`config.mk`:
```
export PLATFORM = sky130hd
export DESIGN_NAME = record_quicksort_by_key
export DESIGN_NICKNAME = d
export VERILOG_FILES = /design/src/rtl/core/rqs_pkg.sv /design/src/rtl/core/record_quicksort_by_key.sv /design/src/rtl/core/rqs_ram.sv /design/src/rtl/core/rqs_cmp.sv /design/src/rtl/core/rqs_seq.sv
export SDC_FILE = /design/constraint.sdc
export NUM_CORES = 2
export LEC_CHECK = 0
export ABC_CLOCK_PERIOD_IN_PS = 8050
export BUFFER_PORTS_ARGS = -buffer_cell sky130_fd_sc_hd__buf_4
export CAP_MARGIN = 20
export CORE_MARGIN = 2
export CORE_UTILIZATION = 54
export CTS_CLUSTER_SIZE = 25
export DETAILED_ROUTE_END_ITERATION = 10
export PLACE_DENSITY = 0.71
export SYNTH_ARGS = -nofsm -noshare
export SYNTH_HDL_FRONTEND = slang
export SYNTH_SLANG_ARGS = --single-unit
```
`constraint.sdc`:
```
create_clock -name clk_i -period 8.05 [get_ports clk_i]
set_input_delay 1.61 -clock clk_i [delete_from_list [all_inputs] [get_ports clk_i]]
set_output_delay 1.61 -clock clk_i [all_outputs]
set_load 0.01 [all_outputs]
```
`src/rtl/core/rqs_pkg.sv`:
```
package rqs_pkg;

  localparam int unsigned KEY_W  = 34;
  localparam int unsigned BILL_W = 32;
  localparam int unsigned POS_W  = 4;
  localparam int unsigned CNT_W  = 12;

  localparam logic [CNT_W-1:0] CNT_MAX = {CNT_W{1'b1}};

  // Index of the sort-order register on the configuration port.
  localparam logic REG_SORT_ORDER = 1'b0;

  // One record as it enters the block.
  typedef struct packed {
    logic [KEY_W-1:0]  record_key;
    logic [BILL_W-1:0] bill_cents;
    logic              last_record;
  } in_item_t;

  // One sorted record as it leaves the block.
  typedef struct packed {
    logic [KEY_W-1:0]  sorted_key;
    logic [BILL_W-1:0] sorted_bill_cents;
    logic [POS_W-1:0]  load_position;
    logic [CNT_W-1:0]  compare_count;
    logic [CNT_W-1:0]  swap_count;
    logic              overflow_flag;
    logic              last_result;
  } out_item_t;

  // One entry of the record store.
  typedef struct packed {
    logic [KEY_W-1:0]  key;
    logic [BILL_W-1:0] bill;
    logic [POS_W-1:0]  pos;
  } rec_t;

  // Saturating increment of an event counter.
  function automatic logic [CNT_W-1:0] sat_inc(input logic [CNT_W-1:0] cnt);
    sat_inc = (cnt == CNT_MAX) ? cnt : cnt + CNT_W'(1);
  endfunction

endpackage

```
`src/rtl/core/record_quicksort_by_key.sv`:
```
// Record sorter. Records (key, bill in cents) arrive one transaction per cycle
// while in_stall_o is low and are stored with their load position; a record
// that arrives while MAX_ENTRIES are held is dropped and overflow_flag is
// raised for the run. The record carrying last_record starts a Lomuto
// quicksort by key (pivot is the last element of each range, right part first,
// ranges on an explicit stack), ascending or descending as the sort-order
// register says. The sort is not stable. Comparisons and swaps, self-swaps
// included, are counted and saturate at 4095. Then every stored record leaves
// in sorted order, each result carrying both counts, the last one marked by
// last_result. The sort uses one record memory and one key comparator: each
// partition pops a range, reads its pivot, compares each element, swaps each
// one that goes left of the pivot, puts the pivot in place and pushes the
// parts still to sort; each result is then read from the store and registered.
// in_stall_o stays high from the last record until the final result has been
// handed to the output register. The stores need no clearing after reset.
module record_quicksort_by_key import rqs_pkg::*; #(
  parameter int unsigned MAX_ENTRIES = 16
) (
  input  logic        clk_i,
  input  logic        rst_ni,

  // Record input channel.
  input  logic        in_valid_i,
  output logic        in_stall_o,
  input  in_item_t    in_item_i,

  // Sorted record output channel.
  output logic        out_valid_o,
  input  logic        out_stall_i,
  output out_item_t   out_item_o,

  // APB-style configuration port; register 0 at byte address 0.
  input  logic        psel,
  input  logic        penable,
  input  logic        pwrite,
  input  logic [2:0]  paddr,
  input  logic [31:0] pwdata,
  output logic [31:0] prdata,
  output logic        pready
);

  logic sort_desc_q;
  logic reg_idx;
  logic cfg_write;

  // The register index is the word address.
  assign reg_idx   = paddr[2];
  assign pready    = 1'b1;
  assign cfg_write = psel && penable && pwrite && pready;

  always_ff @(posedge clk_i or negedge rst_ni) begin
    if (!rst_ni) begin
      sort_desc_q <= 1'b0;
    end else if (cfg_write && reg_idx == REG_SORT_ORDER) begin
      sort_desc_q <= pwdata[0];
    end
  end

  // Reads of an address past the register list return zero.
  always_comb begin
    unique case (reg_idx)
      REG_SORT_ORDER: prdata = {31'b0, sort_desc_q};
      default:        prdata = '0;
    endcase
  end

  // Load, sort and read-out sequencer with its record and range stores.
  rqs_seq #(.MAX_ENTRIES(MAX_ENTRIES)) u_seq (
    .clk_i       (clk_i),
    .rst_ni      (rst_ni),
    .desc_i      (sort_desc_q),
    .in_valid_i  (in_valid_i),
    .in_stall_o  (in_stall_o),
    .in_item_i   (in_item_i),
    .out_valid_o (out_valid_o),
    .out_stall_i (out_stall_i),
    .out_item_o  (out_item_o)
  );

endmodule

```
`src/rtl/core/rqs_ram.sv`:
```
module rqs_ram #(
  parameter int unsigned WIDTH = 8,
  parameter int unsigned DEPTH = 16
) (
  input  logic                     clk_i,
  input  logic                     we_i,
  input  logic [$clog2(DEPTH)-1:0] waddr_i,
  input  logic [WIDTH-1:0]         wdata_i,
  input  logic                     re_i,
  input  logic [$clog2(DEPTH)-1:0] raddr_i,
  output logic [WIDTH-1:0]         rdata_o
);

  logic [WIDTH-1:0] mem_q [DEPTH];
  logic [WIDTH-1:0] rdata_q;

  always_ff @(posedge clk_i) begin
    if (we_i) begin
      mem_q[waddr_i] <= wdata_i;
    end
    if (re_i) begin
      rdata_q <= mem_q[raddr_i];
    end
  end

  assign rdata_o = rdata_q;

endmodule

```
`src/rtl/core/rqs_cmp.sv`:
```
module rqs_cmp import rqs_pkg::*; (
  input  logic [KEY_W-1:0] key_i,
  input  logic [KEY_W-1:0] pivot_i,
  input  logic             desc_i,
  output logic             goes_left_o
);

  // The key goes left of the pivot when it is strictly smaller (ascending)
  // or strictly larger (descending).
  logic lt, gt;

  assign lt          = key_i < pivot_i;
  assign gt          = key_i > pivot_i;
  assign goes_left_o = desc_i ? gt : lt;

endmodule

```
`src/rtl/core/rqs_seq.sv`:
```
module rqs_seq import rqs_pkg::*; #(
  parameter int unsigned MAX_ENTRIES = 16
) (
  input  logic      clk_i,
  input  logic      rst_ni,
  input  logic      desc_i,
  input  logic      in_valid_i,
  output logic      in_stall_o,
  input  in_item_t  in_item_i,
  output logic      out_valid_o,
  input  logic      out_stall_i,
  output out_item_t out_item_o
);

  localparam int unsigned IW         = $clog2(MAX_ENTRIES);
  localparam int unsigned CW         = $clog2(MAX_ENTRIES + 1);
  localparam int unsigned STACK_SIZE = MAX_ENTRIES + 2;
  localparam int unsigned SAW        = $clog2(STACK_SIZE);
  localparam int unsigned TW         = $clog2(STACK_SIZE + 1);
  localparam int unsigned RW         = $bits(rec_t);

  typedef enum logic [3:0] {
    S_LOAD, S_INIT, S_POP, S_POP_W, S_PIV, S_RDJ, S_CMP, S_SWP, S_SWP2,
    S_FIN, S_FIN2, S_FIN3, S_PUSH_L, S_PUSH_R, S_EMIT_RD, S_EMIT_WR
  } state_e;

  state_e          state_q, state_d;
  logic [CW-1:0]   count_q, count_d;
  logic            dropped_q, dropped_d;
  logic [CNT_W-1:0] cmp_cnt_q, cmp_cnt_d;
  logic [CNT_W-1:0] swp_cnt_q, swp_cnt_d;
  logic [TW-1:0]   top_q, top_d;
  logic [IW-1:0]   lo_q, lo_d, hi_q, hi_d, j_q, j_d, ip1_q, ip1_d, k_q, k_d;
  rec_t            pivot_q, pivot_d, hold_q, hold_d;
  logic            out_valid_q, out_valid_d;
  out_item_t       out_q, out_d;

  logic            rec_we, rec_re;
  logic [IW-1:0]   rec_waddr, rec_raddr;
  rec_t            rec_wdata, rec_rdata;
  logic [RW-1:0]   rec_rdata_raw;

  logic            stk_we, stk_re;
  logic [SAW-1:0]  stk_waddr, stk_raddr;
  logic [2*IW-1:0] stk_wdata, stk_rdata;

  logic            goes_left;
  logic            j_at_end;
  logic            k_at_end;
  logic            stk_room;
  logic [TW-1:0]   top_dec;

  rqs_ram #(.WIDTH(RW), .DEPTH(MAX_ENTRIES)) u_rec_ram (
    .clk_i   (clk_i),
    .we_i    (rec_we),
    .waddr_i (rec_waddr),
    .wdata_i (rec_wdata),
    .re_i    (rec_re),
    .raddr_i (rec_raddr),
    .rdata_o (rec_rdata_raw)
  );

  assign rec_rdata = rec_t'(rec_rdata_raw);

  rqs_ram #(.WIDTH(2*IW), .DEPTH(STACK_SIZE)) u_stk_ram (
    .clk_i   (clk_i),
    .we_i    (stk_we),
    .waddr_i (stk_waddr),
    .wdata_i (stk_wdata),
    .re_i    (stk_re),
    .raddr_i (stk_raddr),
    .rdata_o (stk_rdata)
  );

  rqs_cmp u_cmp (
    .key_i       (rec_rdata.key),
    .pivot_i     (pivot_q.key),
    .desc_i      (desc_i),
    .goes_left_o (goes_left)
  );

  assign j_at_end = ({1'b0, j_q} + (IW+1)'(1)) == {1'b0, hi_q};
  assign k_at_end = ((IW+1)'(k_q) + (IW+1)'(1)) == (IW+1)'(count_q);
  assign stk_room = top_q < TW'(STACK_SIZE);
  assign top_dec  = top_q - TW'(1);

  always_comb begin
    state_d     = state_q;
    count_d     = count_q;
    dropped_d   = dropped_q;
    cmp_cnt_d   = cmp_cnt_q;
    swp_cnt_d   = swp_cnt_q;
    top_d       = top_q;
    lo_d        = lo_q;
    hi_d        = hi_q;
    j_d         = j_q;
    ip1_d       = ip1_q;
    k_d         = k_q;
    pivot_d     = pivot_q;
    hold_d      = hold_q;
    out_valid_d = out_valid_q && out_stall_i;
    out_d       = out_q;

    rec_we      = 1'b0;
    rec_waddr   = j_q;
    rec_wdata   = hold_q;
    rec_re      = 1'b0;
    rec_raddr   = j_q;
    stk_we      = 1'b0;
    stk_waddr   = top_q[SAW-1:0];
    stk_wdata   = {lo_q, IW'(ip1_q - IW'(1))};
    stk_re      = 1'b0;
    stk_raddr   = top_dec[SAW-1:0];

    unique case (state_q)
      S_LOAD: begin
        if (in_valid_i) begin
          if (count_q < CW'(MAX_ENTRIES)) begin
            rec_we    = 1'b1;
            rec_waddr = IW'(count_q);
            rec_wdata = '{key:  in_item_i.record_key,
                          bill: in_item_i.bill_cents,
                          pos:  POS_W'(count_q)};
            count_d   = count_q + CW'(1);
          end else begin
            dropped_d = 1'b1;
          end
          if (in_item_i.last_record) begin
            state_d = S_INIT;
          end
        end
      end
      S_INIT: begin
        cmp_cnt_d = '0;
        swp_cnt_d = '0;
        top_d     = '0;
        if (count_q >= CW'(2)) begin
          stk_we    = 1'b1;
          stk_waddr = '0;
          stk_wdata = {IW'(0), IW'(count_q - CW'(1))};
          top_d     = TW'(1);
        end
        state_d = S_POP;
      end
      S_POP: begin
        if (top_q == '0) begin
          k_d     = '0;
          state_d = S_EMIT_RD;
        end else begin
          stk_re  = 1'b1;
          top_d   = top_dec;
          state_d = S_POP_W;
        end
      end
      S_POP_W: begin
        lo_d      = stk_rdata[2*IW-1:IW];
        hi_d      = stk_rdata[IW-1:0];
        rec_re    = 1'b1;
        rec_raddr = stk_rdata[IW-1:0];
        state_d   = S_PIV;
      end
      S_PIV: begin
        pivot_d = rec_rdata;
        j_d     = lo_q;
        ip1_d   = lo_q;
        state_d = S_RDJ;
      end
      S_RDJ: begin
        rec_re    = 1'b1;
        rec_raddr = j_q;
        state_d   = S_CMP;
      end
      S_CMP: begin
        cmp_cnt_d = sat_inc(cmp_cnt_q);
        if (goes_left) begin
          hold_d    = rec_rdata;
          rec_re    = 1'b1;
          rec_raddr = ip1_q;
          state_d   = S_SWP;
        end else if (j_at_end) begin
          state_d = S_FIN;
        end else begin
          // Nothing moves: fetch the next element and compare again.
          j_d       = j_q + IW'(1);
          rec_re    = 1'b1;
          rec_raddr = j_q + IW'(1);
        end
      end
      S_SWP: begin
        rec_we    = 1'b1;
        rec_waddr = ip1_q;
        rec_wdata = hold_q;
        hold_d    = rec_rdata;
        state_d   = S_SWP2;
      end
      S_SWP2: begin
        rec_we    = 1'b1;
        rec_waddr = j_q;
        rec_wdata = hold_q;
        swp_cnt_d = sat_inc(swp_cnt_q);
        ip1_d     = ip1_q + IW'(1);
        j_d       = j_q + IW'(1);
        state_d   = j_at_end ? S_FIN : S_RDJ;
      end
      S_FIN: begin
        rec_re    = 1'b1;
        rec_raddr = ip1_q;
        state_d   = S_FIN2;
      end
      S_FIN2: begin
        rec_we    = 1'b1;
        rec_waddr = ip1_q;
        rec_wdata = pivot_q;
        hold_d    = rec_rdata;
        state_d   = S_FIN3;
      end
      S_FIN3: begin
        rec_we    = 1'b1;
        rec_waddr = hi_q;
        rec_wdata = hold_q;
        swp_cnt_d = sat_inc(swp_cnt_q);
        state_d   = S_PUSH_L;
      end
      S_PUSH_L: begin
        if (({1'b0, lo_q} + (IW+1)'(1)) < {1'b0, ip1_q} && stk_room) begin
          stk_we    = 1'b1;
          stk_wdata = {lo_q, IW'(ip1_q - IW'(1))};
          top_d     = top_q + TW'(1);
        end
        state_d = S_PUSH_R;
      end
      S_PUSH_R: begin
        if (({1'b0, ip1_q} + (IW+1)'(1)) < {1'b0, hi_q} && stk_room) begin
          stk_we    = 1'b1;
          stk_wdata = {IW'(ip1_q + IW'(1)), hi_q};
          top_d     = top_q + TW'(1);
        end
        state_d = S_POP;
      end
      S_EMIT_RD: begin
        if (!out_valid_q || !out_stall_i) begin
          rec_re    = 1'b1;
          rec_raddr = k_q;
          state_d   = S_EMIT_WR;
        end
      end
      S_EMIT_WR: begin
        out_valid_d = 1'b1;
        out_d       = '{sorted_key:        rec_rdata.key,
                        sorted_bill_cents: rec_rdata.bill,
                        load_position:     rec_rdata.pos,
                        compare_count:     cmp_cnt_q,
                        swap_count:        swp_cnt_q,
                        overflow_flag:     dropped_q,
                        last_result:       k_at_end};
        k_d         = k_q + IW'(1);
        if (k_at_end) begin
          count_d   = '0;
          dropped_d = 1'b0;
          state_d   = S_LOAD;
        end else begin
          state_d = S_EMIT_RD;
        end
      end
      default: state_d = S_LOAD;
    endcase
  end

  always_ff @(posedge clk_i or negedge rst_ni) begin
    if (!rst_ni) begin
      state_q     <= S_LOAD;
      count_q     <= '0;
      dropped_q   <= 1'b0;
      cmp_cnt_q   <= '0;
      swp_cnt_q   <= '0;
      top_q       <= '0;
      out_valid_q <= 1'b0;
    end else begin
      state_q     <= state_d;
      count_q     <= count_d;
      dropped_q   <= dropped_d;
      cmp_cnt_q   <= cmp_cnt_d;
      swp_cnt_q   <= swp_cnt_d;
      top_q       <= top_d;
      out_valid_q <= out_valid_d;
    end
  end

  always_ff @(posedge clk_i) begin
    lo_q    <= lo_d;
    hi_q    <= hi_d;
    j_q     <= j_d;
    ip1_q   <= ip1_d;
    k_q     <= k_d;
    pivot_q <= pivot_d;
    hold_q  <= hold_d;
    out_q   <= out_d;
  end

  assign in_stall_o  = state_q != S_LOAD;
  assign out_valid_o = out_valid_q;
  assign out_item_o  = out_q;

endmodule

```
==> impl_metrics.xml <==
<?xml version="1.0" encoding="UTF-8"?>
<metrics>
  <group name="clock_tree">
    <metric name="cts_tree" unit="">yes</metric>
    <metric name="clock_latency" unit="ns">0.81</metric>
    <metric name="clockRootBuffer" unit="">sky130_fd_sc_hd__clkbuf_16</metric>
    <metric name="max-clock-path-buffers" unit="">3</metric>
    <metric name="clk_pin_slew_worst_paths" unit="ns">0.06</metric>
    <metric name="cts_num_sinks" unit="">1639</metric>
    <metric name="cts_setup_buffers" unit="">0</metric>
    <metric name="post_cts_resized" unit="">0</metric>
    <metric name="clock_tree.htree_level_count" unit="">4</metric>
    <metric name="cts_hold_buffers" unit="">0</metric>
    <metric name="cts_inserted_buffers" unit="">163</metric>
  </group>
  <group name="routing">
    <metric name="drtIter0Drc" unit="">3939</metric>
    <metric name="route.vias.total" unit="">35800</metric>
    <metric name="drt_pass1_iterations" unit="">6</metric>
    <metric name="drc" unit="">0</metric>
    <metric name="drt-wirelength-per-cell" unit="um">25.3</metric>
    <metric name="route.final.wire_length" unit="um">151000</metric>
    <metric name="avgViaCountPerCell" unit="">6.02</metric>
    <metric name="ant_nets" unit="">0</metric>
  </group>
  <group name="sta">
    <metric name="fin_crit_sh" unit="%">69.7</metric>
    <metric name="max_freq" unit="MHz">178</metric>
    <metric name="finalSetupViolations" unit="">0</metric>
    <metric name="tightest_slew" unit="ns">1.20</metric>
    <metric name="hold_vio_cnt_final" unit="">0</metric>
    <metric name="grt_setup_unrepaired" unit="">no</metric>
    <metric name="timing_max_transition_violations_final" unit="">0</metric>
    <metric name="skew_final" unit="ns">0.0376</metric>
    <metric name="period_minus_slack" unit="ns">5.61</metric>
    <metric name="setup-tns-final" unit="ns">0</metric>
    <metric name="slew_headroom" unit="%">19.7</metric>
  </group>
  <group name="outcome">
    <metric name="status" unit="">completed</metric>
  </group>
  <group name="global_route">
    <metric name="grt_antenna_before_repair" unit="">2</metric>
    <metric name="overflow" unit="">0</metric>
    <metric name="globalRouteTotalUtil" unit="%">23.9</metric>
    <metric name="grt_pass1_vias" unit="">34900</metric>
    <metric name="grt_pass1_wl" unit="um">222000</metric>
    <metric name="largest_net_degree_at_the_start_of_global_routing" unit="">149</metric>
  </group>
  <group name="worst_setup_path">
    <metric name="critPathMaxStageDelay" unit="ns">0.80</metric>
    <metric name="r2r_cells" unit="">13</metric>
    <metric name="critPathMostFrequentCell" unit="">sky130_fd_sc_hd__nand2_1</metric>
    <metric name="critical-path-top-delay-family" unit="">simple AND/OR/NAND/NOR gates</metric>
    <metric name="worst_path_max_delay_cell" unit="">sky130_fd_sc_hd__nor3_1</metric>
    <metric name="crit_arrival" unit="ns">6.13</metric>
    <metric name="cp-start-kind" unit="">flip-flop</metric>
    <metric name="critPathCaptureType" unit="">flip-flop</metric>
    <metric name="critical_path.n_buffers_inverters" unit="">1</metric>
    <metric name="type_of_the_setup_path_with_the_least_slack" unit="">reg2reg</metric>
    <metric name="critical_path_required" unit="ns">8.57</metric>
    <metric name="critical_path_cell_count" unit="">13</metric>
    <metric name="cp_max_fo" unit="">56</metric>
    <metric name="critical_path_cell_by_cell" unit="">ha_1 -&gt; and4_1 -&gt; nand2_1 -&gt; nor3_1 -&gt; nand4_1 -&gt; nand2_1 -&gt; mux2i_4 -&gt; mux2i_1 -&gt; a21o_4 -&gt; buf_4 -&gt; and2_1 -&gt; a211oi_1 -&gt; o311ai_1</metric>
  </group>
  <group name="synth">
    <metric name="synth-warning-count" unit="">0</metric>
    <metric name="synth_sequential_area_ratio" unit="%">74.6</metric>
    <metric name="postSynthAreaPerCell" unit="um2">16.4</metric>
    <metric name="ys_types" unit="">70</metric>
    <metric name="yosys_register_bits" unit="">1639</metric>
    <metric name="synthCells" unit="">4012</metric>
    <metric name="synth-main-ff-cell" unit="">sky130_fd_sc_hd__edfxtp_1</metric>
    <metric name="synth_area_leader_cell" unit="">sky130_fd_sc_hd__edfxtp_1</metric>
    <metric name="synth-edff-count" unit="">1598</metric>
    <metric name="synth_async_sr_flop_share" unit="%">2.50</metric>
    <metric name="netlist_area" unit="um2">65700</metric>
    <metric name="netlist.area_leader.share" unit="%">73.0</metric>
    <metric name="synthTopCellsByArea" unit="">sky130_fd_sc_hd__edfxtp_1, sky130_fd_sc_hd__mux2i_1, sky130_fd_sc_hd__nand2_1</metric>
  </group>
  <group name="die">
    <metric name="fp.dieArea" unit="um2">124000</metric>
    <metric name="die-width" unit="um">353</metric>
    <metric name="initial_core_util" unit="%">54.6</metric>
    <metric name="design.portCount" unit="">240</metric>
    <metric name="floorplan_core_area" unit="um2">120000</metric>
    <metric name="chipHeight" unit="um">353</metric>
    <metric name="row_count" unit="">127</metric>
  </group>
  <group name="finish">
    <metric name="total_area_of_multi_input_combinational_cells" unit="um2">15300</metric>
    <metric name="drive_above_1_share" unit="%">12.7</metric>
    <metric name="finish.instance_area" unit="um2">74000</metric>
    <metric name="finish.cell_count_without_fillers" unit="">5952</metric>
    <metric name="nNetsFinal" unit="">4366</metric>
    <metric name="area.growth.synth_to_final" unit="%">12.6</metric>
    <metric name="layout.filler_cells" unit="">8500</metric>
    <metric name="sequential_cell_area" unit="um2">49000</metric>
  </group>
  <group name="pwr">
    <metric name="peakVddDrop" unit="V">0.000748</metric>
    <metric name="pwr_density_cell" unit="nW/um2">446</metric>
    <metric name="cellLeakagePower" unit="nW">26.1</metric>
    <metric name="finalPower" unit="mW">33.0</metric>
  </group>
  <group name="worst_hold_path">
    <metric name="hold_depth" unit="">0</metric>
    <metric name="hold_class" unit="">reg2reg</metric>
  </group>
  <group name="flow_run">
    <metric name="max_cap_violations" unit="">0</metric>
  </group>
  <group name="placement">
    <metric name="place.detailed.instances" unit="">5651</metric>
    <metric name="port_buffers" unit="">174</metric>
    <metric name="postPlaceCellArea" unit="um2">68900</metric>
    <metric name="routabilityCongestion" unit="">0.894</metric>
    <metric name="dp.final_hpwl" unit="um">79300</metric>
  </group>
</metrics>
[path summary, 6_finish.rpt]
path,to,from,slack [ns]
setup / recovery,u_seq.u_rec_ram.rdata_o[61],u_seq.u_rec_ram.rdata_o[61],2.44
hold / removal,u_seq.lo_q[3],u_seq.u_stk_ram.rdata_o[7],0.43
setup reg to reg,u_seq.u_rec_ram.rdata_o[61],u_seq.u_rec_ram.rdata_o[61],2.44
hold reg to reg,u_seq.lo_q[3],u_seq.u_stk_ram.rdata_o[7],0.43
max in group asynchronous,u_seq.top_q[0],rst_ni,6.77
min in group asynchronous,u_seq.cmp_cnt_q[2],rst_ni,0.83
[synthesized netlist by cell type, drive strengths merged (17+ instances only)]
cell,count
edfxtp,1598
mux2i,573
nand2,306
buf,134
inv,132
o21ai,125
clkbuf,114
a22oi,111
nor2,108
a21oi,101
nand3,92
and2,80
a211oi,74
o311ai,70
ha,52
nor3,46
dfrtp,41
mux4,40
a221o,38
xor2,20
xnor2,17
[power breakdown]
part	total (mW)	switching [mW]	internal [mW]	leakage [nW]
registers	13.1	0.657	12.5	15.0
clock network	7.23	3.18	4.05	2.48
logic	12.6	8.34	4.27	8.58
[registers in the layout, summed over array words and instances, names as in the netlist]
register / flops
sort_desc_q: 1
u_seq.j_q: 4
u_seq.lo_q: 4
u_seq.ip1_q: 4
u_seq.swp_cnt_q: 12
u_seq.hold_q: 70
u_seq.pivot_q: 70
u_seq.out_item_o: 96
u_seq.hi_q: 4
u_seq.top_q: 5
u_seq.cmp_cnt_q: 12
u_seq.u_stk_ram.rdata_o: 8
u_seq.u_stk_ram.mem_q: 144
u_seq.u_rec_ram.rdata_o: 70
u_seq.k_q: 4
u_seq.u_rec_ram.mem_q: 1120
u_seq.count_q: 5
u_seq.out_valid_o: 1
u_seq.state_q: 4
u_seq.dropped_q: 1
[cell usage in the layout (no fill, tap or decap), types with 92 or more instances in the layout]
master	instances
sky130_fd_sc_hd__a22oi_1	111
sky130_fd_sc_hd__inv_1	131
sky130_fd_sc_hd__nand2_1	304
sky130_fd_sc_hd__nand3_1	92
sky130_fd_sc_hd__o21ai_0	124
sky130_fd_sc_hd__a21oi_1	99
sky130_fd_sc_hd__buf_4	228
sky130_fd_sc_hd__clkbuf_16	164
sky130_fd_sc_hd__edfxtp_1	1598
sky130_fd_sc_hd__mux2i_1	572
[worst reg2reg max path, stage by stage (launching register included)]
cell and delay [ns]:
sky130_fd_sc_hd__edfxtp_1 0.47, sky130_fd_sc_hd__ha_1 0.37, sky130_fd_sc_hd__and4_1 0.24, sky130_fd_sc_hd__nand2_1 0.07, sky130_fd_sc_hd__nor3_1 0.80, sky130_fd_sc_hd__nand4_1 0.42, sky130_fd_sc_hd__nand2_1 0.24, sky130_fd_sc_hd__mux2i_4 0.15
sky130_fd_sc_hd__mux2i_1 0.40, sky130_fd_sc_hd__a21o_4 0.78, sky130_fd_sc_hd__buf_4 0.60, sky130_fd_sc_hd__and2_1 0.21, sky130_fd_sc_hd__a211oi_1 0.05, sky130_fd_sc_hd__o311ai_1 0.55
[area by class of cell]
cell class	count	area share, %
flip-flops and latches	1639	66.2
multi-input cells	2023	20.7
clock buffers	211	5.87
repair buffers	246	2.80
well taps	1612	2.73
clock inverters	88	1.00
inverters	132	0.673
diodes	1	0.00338
[metrics by stage]
step	hold WS (ns)	setup slack (ns)	utilization, %
6_report	0.429	2.44	61.5
5_1_grt	0.436	2.21	61.5
4_1_cts	0.427	2.38	61.5
3_5_place_dp	0.405	2.42	57.3
3_3_place_gp	0.419	2.52	57.2
2_1_floorplan	0.400	1.71	-
[per-layer routing]
| metal | track usage, % | vias up | routed length (um) |
|---|---|---|---|
| met5 | 0 | - | 9 |
| met4 | 6.73 | 2 | 3130 |
| met3 | 4.33 | 229 | 12200 |
| met2 | 38.5 | 1563 | 71500 |
| met1 | 33.9 | 18200 | 63700 |
| li1 | - | 15900 | - |
[cells by family after synthesis]
family	share of synthesized area (%)
muxes	10.2
AOI/OAI and AO/OA	6.17
buffers and inverters	2.61
other	0.0114
xor gates and xnor gates	0.493
DFF	74.6
adders and majority gates	0.990
and+or+nand+nor	4.90
(Power assumes the default switching activity.)
